===== src/rtl/brgap_pkg.sv =====
// ----------------------------------------------------------------------------
// brgap_pkg
// Shared types, constants and helpers for the bridge power averaging and
// PWM gap regulation block.
// ----------------------------------------------------------------------------
package brgap_pkg;

  // averaging depth of both rings
  localparam int AVG_DEPTH = 4;
  localparam int IDX_W     = $clog2(AVG_DEPTH);

  localparam int SAMPLE_W  = 12;
  localparam int PERIOD_W  = 15;
  localparam int GAP_W     = 9;
  localparam int COMPARE_W = 14;
  localparam int SUM_W     = SAMPLE_W + IDX_W;

  // exact truncating mean via reciprocal multiply: m = ceil(2^(N+l) / d)
  localparam int MEAN_K  = SUM_W + IDX_W;
  localparam int RECIP   = ((1 << MEAN_K) + AVG_DEPTH - 1) / AVG_DEPTH;
  localparam int RECIP_W = MEAN_K - IDX_W + 2;
  localparam int PROD_W  = SUM_W + RECIP_W;

  localparam logic [COMPARE_W-1:0] COMPARE_MAX = '1;

  // reset values of the registers and of the gap
  localparam logic [PERIOD_W-1:0] PERIOD_RESET          = PERIOD_W'(500);
  localparam logic [SAMPLE_W-1:0] POWER_THRESHOLD_RESET = SAMPLE_W'(1400);
  localparam logic [SAMPLE_W-1:0] SHORT_THRESHOLD_RESET = SAMPLE_W'(250);
  localparam logic [GAP_W-1:0]    GAP_LOW_LIMIT_RESET   = GAP_W'(100);
  localparam logic [GAP_W-1:0]    GAP_HIGH_LIMIT_RESET  = GAP_W'(300);
  localparam logic [GAP_W-1:0]    GAP_RESET             = GAP_W'(100);

  localparam int CFG_IDX_W  = 3;
  localparam int CFG_DATA_W = PERIOD_W;

  typedef enum logic [CFG_IDX_W-1:0] {
    REG_PERIOD          = 3'd0,
    REG_POWER_THRESHOLD = 3'd1,
    REG_SHORT_THRESHOLD = 3'd2,
    REG_GAP_LOW_LIMIT   = 3'd3,
    REG_GAP_HIGH_LIMIT  = 3'd4
  } reg_index_t;

  typedef struct packed {
    logic [PERIOD_W-1:0] period;
    logic [SAMPLE_W-1:0] power_threshold;
    logic [SAMPLE_W-1:0] short_threshold;
    logic [GAP_W-1:0]    gap_low_limit;
    logic [GAP_W-1:0]    gap_high_limit;
  } cfg_t;

  typedef struct packed {
    logic [SAMPLE_W-1:0] sample;
    logic                loaded;
  } item_t;

  typedef struct packed {
    logic [SAMPLE_W-1:0]  offset_mean;
    logic [SAMPLE_W-1:0]  power_mean;
    logic [GAP_W-1:0]     gap_now;
    logic [COMPARE_W-1:0] compare_a;
    logic [COMPARE_W-1:0] compare_b;
    logic                 short_fault;
  } result_t;

  function automatic logic [SAMPLE_W-1:0] mean_of(input logic [SUM_W-1:0] sum);
    logic [PROD_W-1:0] prod;
    prod = PROD_W'(sum) * PROD_W'(RECIP);
    return SAMPLE_W'(prod >> MEAN_K);
  endfunction

endpackage


===== src/rtl/bridge_power_average_gap_regulator.sv =====
// ----------------------------------------------------------------------------
// bridge_power_average_gap_regulator
// Offset and power averaging of bridge current samples with PWM gap control.
// ----------------------------------------------------------------------------
// an input transfer is captured in the input register, which feeds the
//   result register whenever the result register is empty or being drained
// throughput: one item per cycle while result_stall is low; the ring update,
//   gap step and compare values run in one pass from input to result register
// reset (rst, synchronous, active high): rings, means, ring index cleared,
//   gap to 100, registers to their defaults, both pipeline stages emptied
module bridge_power_average_gap_regulator (
  input  logic                             clk,
  input  logic                             rst,
  input  logic                             item_valid,
  output logic                             item_stall,
  input  brgap_pkg::item_t                 item,
  output logic                             result_valid,
  input  logic                             result_stall,
  output brgap_pkg::result_t               result,
  input  logic                             cfg_valid,
  output logic                             cfg_ready,
  input  logic [brgap_pkg::CFG_IDX_W-1:0]  cfg_index,
  input  logic [brgap_pkg::CFG_DATA_W-1:0] cfg_data
);

  brgap_pkg::cfg_t                cfg;
  brgap_pkg::item_t               hold;
  logic                           hold_valid;
  logic                           advance;
  logic                           fire;
  logic [brgap_pkg::IDX_W-1:0]    ring_index;
  logic [brgap_pkg::IDX_W-1:0]    index_adv;
  logic [brgap_pkg::SAMPLE_W-1:0] offset_mean;
  logic [brgap_pkg::SAMPLE_W-1:0] offset_next;
  logic [brgap_pkg::SAMPLE_W-1:0] power_mean;
  logic [brgap_pkg::SAMPLE_W-1:0] power_next;
  logic [brgap_pkg::SAMPLE_W-1:0] power_in;
  brgap_pkg::result_t             result_next;

  assign cfg_ready = !rst;

  always_ff @(posedge clk) begin
    if (rst) begin
      cfg.period          <= brgap_pkg::PERIOD_RESET;
      cfg.power_threshold <= brgap_pkg::POWER_THRESHOLD_RESET;
      cfg.short_threshold <= brgap_pkg::SHORT_THRESHOLD_RESET;
      cfg.gap_low_limit   <= brgap_pkg::GAP_LOW_LIMIT_RESET;
      cfg.gap_high_limit  <= brgap_pkg::GAP_HIGH_LIMIT_RESET;
    end else if (cfg_valid) begin
      unique case (cfg_index)
        brgap_pkg::REG_PERIOD:          cfg.period <= cfg_data;
        brgap_pkg::REG_POWER_THRESHOLD: cfg.power_threshold <= cfg_data[11:0];
        brgap_pkg::REG_SHORT_THRESHOLD: cfg.short_threshold <= cfg_data[11:0];
        brgap_pkg::REG_GAP_LOW_LIMIT:   cfg.gap_low_limit <= cfg_data[8:0];
        brgap_pkg::REG_GAP_HIGH_LIMIT:  cfg.gap_high_limit <= cfg_data[8:0];
        default: ;
      endcase
    end
  end

  // result register can take a new item when empty or being drained
  assign advance    = !result_valid || !result_stall;
  assign item_stall = rst || (hold_valid && !advance);
  assign fire       = hold_valid && advance;

  always_ff @(posedge clk) begin
    if (rst) begin
      hold_valid <= 1'b0;
    end else if (!item_stall) begin
      hold_valid <= item_valid;
    end
  end

  always_ff @(posedge clk) begin
    if (!item_stall && item_valid) begin
      hold <= item;
    end
  end

  assign index_adv = (ring_index == brgap_pkg::IDX_W'(brgap_pkg::AVG_DEPTH - 1))
                     ? '0 : ring_index + 1'b1;

  always_ff @(posedge clk) begin
    if (rst) begin
      ring_index <= '0;
    end else if (fire && !hold.loaded) begin
      ring_index <= index_adv;
    end
  end

  // offset-corrected load value, floored at zero
  assign power_in = (hold.sample < offset_mean) ? offset_mean - hold.sample : '0;

  brgap_ring u_offset_ring (
    .clk       (clk),
    .rst       (rst),
    .wr_en     (fire && !hold.loaded),
    .wr_idx    (index_adv),
    .wr_data   (hold.sample),
    .mean      (offset_mean),
    .mean_next (offset_next)
  );

  brgap_ring u_power_ring (
    .clk       (clk),
    .rst       (rst),
    .wr_en     (fire && hold.loaded),
    .wr_idx    (ring_index),
    .wr_data   (power_in),
    .mean      (power_mean),
    .mean_next (power_next)
  );

  brgap_gap u_gap (
    .clk        (clk),
    .rst        (rst),
    .cfg        (cfg),
    .step_en    (fire && hold.loaded),
    .sample     (hold.sample),
    .power_next (power_next),
    .gap_now    (result_next.gap_now),
    .compare_a  (result_next.compare_a),
    .compare_b  (result_next.compare_b),
    .fault      (result_next.short_fault)
  );

  assign result_next.offset_mean = offset_next;
  assign result_next.power_mean  = power_next;

  always_ff @(posedge clk) begin
    if (rst) begin
      result_valid <= 1'b0;
    end else if (advance) begin
      result_valid <= hold_valid;
    end
  end

  always_ff @(posedge clk) begin
    if (fire) begin
      result <= result_next;
    end
  end

  a_stall_only_when_full: assert property (@(posedge clk) disable iff (rst)
    item_stall |-> hold_valid && result_valid && result_stall)
    else $error("input stalled with room in the pipeline");

  a_idle_no_fault: assert property (@(posedge clk) disable iff (rst)
    fire && !hold.loaded |=> !result.short_fault && result.power_mean == $past(power_mean))
    else $error("idle transfer changed power or flagged a short");

  a_compare_order: assert property (@(posedge clk) disable iff (rst)
    result_valid |-> result.compare_b <= result.compare_a)
    else $error("compare values out of order");

endmodule


===== src/rtl/brgap_ring.sv =====
// ----------------------------------------------------------------------------
// brgap_ring
// Averaging ring with a running sum; gives the mean before and after a write.
// ----------------------------------------------------------------------------
module brgap_ring (
  input  logic                           clk,
  input  logic                           rst,
  input  logic                           wr_en,
  input  logic [brgap_pkg::IDX_W-1:0]    wr_idx,
  input  logic [brgap_pkg::SAMPLE_W-1:0] wr_data,
  output logic [brgap_pkg::SAMPLE_W-1:0] mean,
  output logic [brgap_pkg::SAMPLE_W-1:0] mean_next
);

  logic [brgap_pkg::SAMPLE_W-1:0] ring [brgap_pkg::AVG_DEPTH];
  logic [brgap_pkg::SUM_W-1:0]    sum;
  logic [brgap_pkg::SUM_W-1:0]    sum_next;

  // swap the overwritten entry out of the running sum
  always_comb begin
    sum_next = sum;
    if (wr_en) begin
      sum_next = sum - brgap_pkg::SUM_W'(ring[wr_idx])
                 + brgap_pkg::SUM_W'(wr_data);
    end
  end

  assign mean_next = brgap_pkg::mean_of(sum_next);

  always_ff @(posedge clk) begin
    if (rst) begin
      for (int k = 0; k < brgap_pkg::AVG_DEPTH; k++) begin
        ring[k] <= '0;
      end
      sum  <= '0;
      mean <= '0;
    end else if (wr_en) begin
      ring[wr_idx] <= wr_data;
      sum          <= sum_next;
      mean         <= mean_next;
    end
  end

  a_mean_tracks_sum: assert property (@(posedge clk) disable iff (rst)
    mean == brgap_pkg::mean_of(sum))
    else $error("ring mean out of step with running sum");

endmodule


===== src/rtl/brgap_gap.sv =====
// ----------------------------------------------------------------------------
// brgap_gap
// Gap step, clamp and short-circuit override; PWM compare values.
// ----------------------------------------------------------------------------
module brgap_gap (
  input  logic                            clk,
  input  logic                            rst,
  input  brgap_pkg::cfg_t                 cfg,
  input  logic                            step_en,
  input  logic [brgap_pkg::SAMPLE_W-1:0]  sample,
  input  logic [brgap_pkg::SAMPLE_W-1:0]  power_next,
  output logic [brgap_pkg::GAP_W-1:0]     gap_now,
  output logic [brgap_pkg::COMPARE_W-1:0] compare_a,
  output logic [brgap_pkg::COMPARE_W-1:0] compare_b,
  output logic                            fault
);

  logic [brgap_pkg::GAP_W-1:0]    gap;
  logic [brgap_pkg::GAP_W-1:0]    gap_next;
  logic [brgap_pkg::GAP_W:0]      stepped;
  logic [brgap_pkg::GAP_W:0]      capped;
  logic [brgap_pkg::GAP_W:0]      floored;
  logic                           is_short;
  logic [brgap_pkg::PERIOD_W:0]   sum_a;
  logic [brgap_pkg::PERIOD_W-1:0] diff_b;

  always_comb begin
    if (power_next > cfg.power_threshold) begin
      stepped = {1'b0, gap} + 1'b1;
    end else if (gap != '0) begin
      stepped = {1'b0, gap} - 1'b1;
    end else begin
      stepped = '0;
    end
    // high limit first, so the low limit wins when the two cross
    capped  = (stepped > {1'b0, cfg.gap_high_limit}) ? {1'b0, cfg.gap_high_limit} : stepped;
    floored = (capped < {1'b0, cfg.gap_low_limit}) ? {1'b0, cfg.gap_low_limit} : capped;
    is_short = sample < cfg.short_threshold;
    gap_next = is_short ? cfg.gap_low_limit : floored[brgap_pkg::GAP_W-1:0];
  end

  assign gap_now = step_en ? gap_next : gap;
  assign fault   = step_en && is_short;

  always_comb begin
    sum_a  = {1'b0, cfg.period} + (brgap_pkg::PERIOD_W + 1)'(gap_now);
    diff_b = cfg.period - brgap_pkg::PERIOD_W'(gap_now);
    if (sum_a[brgap_pkg::PERIOD_W]) begin
      compare_a = brgap_pkg::COMPARE_MAX;
    end else begin
      compare_a = sum_a[brgap_pkg::PERIOD_W-1:1];
    end
    if (cfg.period >= brgap_pkg::PERIOD_W'(gap_now)) begin
      compare_b = diff_b[brgap_pkg::PERIOD_W-1:1];
    end else begin
      compare_b = '0;
    end
  end

  always_ff @(posedge clk) begin
    if (rst) begin
      gap <= brgap_pkg::GAP_RESET;
    end else if (step_en) begin
      gap <= gap_next;
    end
  end

  a_short_forces_low: assert property (@(posedge clk) disable iff (rst)
    fault |=> gap == $past(cfg.gap_low_limit))
    else $error("short did not force the low gap limit");

  a_gap_in_range: assert property (@(posedge clk) disable iff (rst)
    step_en && cfg.gap_low_limit <= cfg.gap_high_limit
    |=> gap >= $past(cfg.gap_low_limit) && gap <= $past(cfg.gap_high_limit))
    else $error("gap left its limits");

endmodule

===== config.mk =====
export PLATFORM = sky130hd
export DESIGN_NAME = bridge_power_average_gap_regulator
export DESIGN_NICKNAME = d
export VERILOG_FILES = /design/src/rtl/brgap_pkg.sv /design/src/rtl/bridge_power_average_gap_regulator.sv /design/src/rtl/brgap_ring.sv /design/src/rtl/brgap_gap.sv
export SDC_FILE = /design/constraint.sdc
export NUM_CORES = 1
export LEC_CHECK = 0
export BUFFER_PORTS_ARGS = -buffer_cell sky130_fd_sc_hd__buf_2
export CELL_PAD_IN_SITES_DETAIL_PLACEMENT = 0
export CELL_PAD_IN_SITES_GLOBAL_PLACEMENT = 1
export CORE_ASPECT_RATIO = 1.25
export CORE_MARGIN = 2
export CORE_UTILIZATION = 40
export DETAILED_ROUTE_END_ITERATION = 16
export PLACE_DENSITY = 0.77
export SLEW_MARGIN = 25
export SYNTH_ARGS = -nofsm -noshare
export SYNTH_HDL_FRONTEND = slang
export SYNTH_SLANG_ARGS = --single-unit

===== constraint.sdc =====
create_clock -name clk -period 22.5 [get_ports clk]
set_input_delay 6.75 -clock clk [delete_from_list [all_inputs] [get_ports clk]]
set_output_delay 6.75 -clock clk [all_outputs]
set_load 0.1 [all_outputs]

==> impl_results.md <==
- GRT overflow: 0
- Wirelength per Cell: 18.2 µm
- #FFs+latches synth: 271
- Placed inst area: 0.0163 mm²
- Skew final: 0.0174 ns
- Worst-path maximum fanout: 65
- Tot Pwr: 1.39 mW
- Num CTS Buffers: 28
- Initial antenna violation count: 0
- Syn. warnings: 0
- Drt via density: 5.28
- Required time at the worst-slack endpoint: 22.79 ns
- Hpwl dp: 28400 µm
- Setup tns final: 0 ns
- Switching fraction of total power: 0.311
- I/O Buffers: 100
- Post-synthesis average cell area: 10.1 µm²
- Sequential power share: 0.411
- Gpl congestion: 0.889
- Most frequent CP cell: a21oi_1
- Pin count of the biggest net entering global routing: 66
- Comb power frac: 0.233
- Final Core Density: 0.457
- Vias: 11100
- Worst r2r src: hold[1]$_DFFE_PP_
- Area grow syn2layout: 13.2%
- Residual DRC: 0
- Worst-path clk slew: 0.06 ns
- Minimum clock period: 16.40 ns
- CTS Hold Bufs: 0
- Syn Inst Count: 1509
- Sw Pwr: 431 µW
- Clk_lat worst skew: 0.57 ns
- # fillers: 3547
- Placement Rows: 80
- Largest cells by area after synthesis: edfxtp_1 (34%), dfxtp_1 (13%), ha_1 (8.3%)
- Worst endpoint data arrival time: 16.69 ns
- CTS tree: built
- Postcts setup bufs: 0
- Hold Path Cell Cnt: 2
- Worst Hold End: cfg[27]$_SDFFE_PP0P_
- Yosys top cell area share: 0.335
- P_leak: 7.23 nW
- I/O pin total: 101
- Storage cell area: 0.00714 mm²
- H-tree depth: 1
- Vias in the first global route: 10900
- Gr usage total: 0.193
- Multi-input gate area: 0.00738 mm²
- CP Capture Type: flop
- Die width: 179 µm
- Final design area excluding fillers: 0.0173 mm²
- Sequential share of the synthesized area: 0.466
- Global-route wire length before repair: 59900 µm
- Headroom to the max-slew limit: 0.332
- Critical Path Start Type: primary input
- P_int: 955 µW
- N_diodes: 0
- Worst r2r path cells: 56
- Bufs on Longest Clock Path: 3
- Commonest cells in the netlist: nand2_1 (184), edfxtp_1 (171), inv_1 (164)
- Die area: 0.0399 mm²
- Antenna Violating Nets Remaining: 0
- Wirelength, routed: 38400 µm
- PostCTS Resize Cnt: 0
- Max Slew Vio Count: 0
- Maximum vdd drop: 0.0551 mV
- Post-synth EDFFs: 171
- Least-Margin Pin Slew: 1.00 ns
- Nets@finish: 1760
- Startpoint of the worst hold path: cfg[27]$_SDFFE_PP0P_
- Main flop type after synthesis: edfxtp_1
- CP max-delay cell: buf_4
- Min-delay worst type: flop to flop
- Clock Tree Root: clkbuf_16
- Final Hold Violating Endpoints: 0
- Layout cells sized above 1: 0.137
- Net Count, Synth: 1673
- Most frequent cell after synthesis: nand2_1
- Critical path class: primary input to flop
- Core ar.: 0.0379 mm²
- Starting Density: 0.404
- R2R setup slack: 8.52 ns
- Clock share of power: 0.356
- # clock sinks: 271
- CP max stage delay: 0.64 ns
- RR Endpoint: result[24]$_SDFFCE_PP1P_
- Drt initial violations: 673
- Pwr dens: 80.0 mW/mm²
- Drt pass-1 iters: 5
- Highest clock rate: 61.0 MHz
- Period utilisation layout: 0.729
- Async S/R FF share, synth: 0
- Synth unique cells: 72
- Area of the mapped netlist: 0.0153 mm²
- Status: complete, no violations
- Final setup violation count: 0
- MaxCap Viol Count: 0
- Die Height: 223 µm
- RSZ-0062 raised after global routing: false
- Synth area leader: edfxtp_1
==> state kept, by name (all words and copies together), names as in the netlist, named ones only <==
signal              cells
ring_index              2
u_offset_ring.sum      14
u_power_ring.sum       14
u_power_ring.ring      48
hold                   13
u_offset_ring.ring     48
result_valid            1
result                 62
u_gap.gap               9
cfg                    57
hold_valid              1
==> per-stage QoR <==
step	worst slack, ns	std cells	hold WS, ns
floorplan	4.64	1509	0.436
global placement	5.80	2058	0.445
detailed placement	5.55	2058	0.450
CTS	6.09	2110	0.458
global route	5.19	2110	0.480
finish	6.10	2110	0.458
==> worst max path at each step <==
stage / endpoint / start / slack (ns)
final: result[24]$_SDFFCE_PP1P_ / result_stall / 6.10
after global routing: result[19]$_SDFFCE_PP1P_ / result_stall / 5.19
after CTS: result[24]$_SDFFCE_PP1P_ / result_stall / 6.09
after detailed placement: result[24]$_SDFFCE_PP1P_ / result_stall / 5.55
after global placement: result[24]$_SDFFCE_PP1P_ / result_stall / 5.80
after floorplan: result[10]$_SDFFCE_PN0P_ / result_stall / 4.64
==> power by group through the flow <==
stage | Combinational, mW | Clock, mW | Sequential [mW]
finish | 0.324 | 0.493 | 0.570
global route | 0.357 | 0.520 | 0.572
CTS | 0.324 | 0.503 | 0.570
detailed placement | 0.322 | 0 | 0.580
global placement | 0.319 | 0 | 0.580
floorplan | 0.197 | 0 | 0.630
==> routing by layer <==
metal	routed length, µm	global-route usage	vias up	share of wire
met4	1050	0.0606	0	0.027
li1	-	-	5443	-
met5	0	0	-	0
met2	18000	0.311	306	0.47
met1	17200	0.271	5324	0.45
met3	2130	0.0233	62	0.055
==> cells in the final DEF (no fill, tap or decap), drive strengths merged, types with 18 or more instances in the layout <==
cell type,count
a21o,23
a21oi,89
and2,62
buf,114
clkbuf,32
dfxtp,100
edfxtp,171
fa,27
ha,101
inv,164
mux2i,18
mux4,24
nand2,184
nand3,32
nand4,18
nor2,112
nor3,36
o211ai,26
o21ai,47
xnor2,31
==> cells by family after synthesis <==
kind of cell / count (synthesis) / share of synthesized area
AO/OA/AOI/OAI: 273 / 0.119
AND/OR/NAND/NOR: 517 / 0.161
multiplexers: 52 / 0.0547
flip-flops: 271 / 0.466
adder cells (fa/ha/maj): 128 / 0.118
buffers and inverters: 222 / 0.0551
XOR/XNOR: 46 / 0.0263
==> worst max-delay path: cells and delay by family <==
| family | cells | cell delay [ns] |
|---|---|---|
| AOI/OAI and AO/OA | 18 | 3.91 |
| and+or+nand+nor | 12 | 2.66 |
| adders and majority gates | 4 | 1.12 |
| buffers and inverters | 4 | 1.11 |
| muxes | 4 | 1.13 |
==> final cells by class <==
type                       count  area share
multi-input combinational   1016       0.426
sequential                   271       0.412
clock buffer                  32      0.0424
inverter                     165      0.0357
tap                          492      0.0355
timing repair buffer         114      0.0349
clock inverter                20      0.0138
No activity file was read; power rests on OpenSTA's default activity.
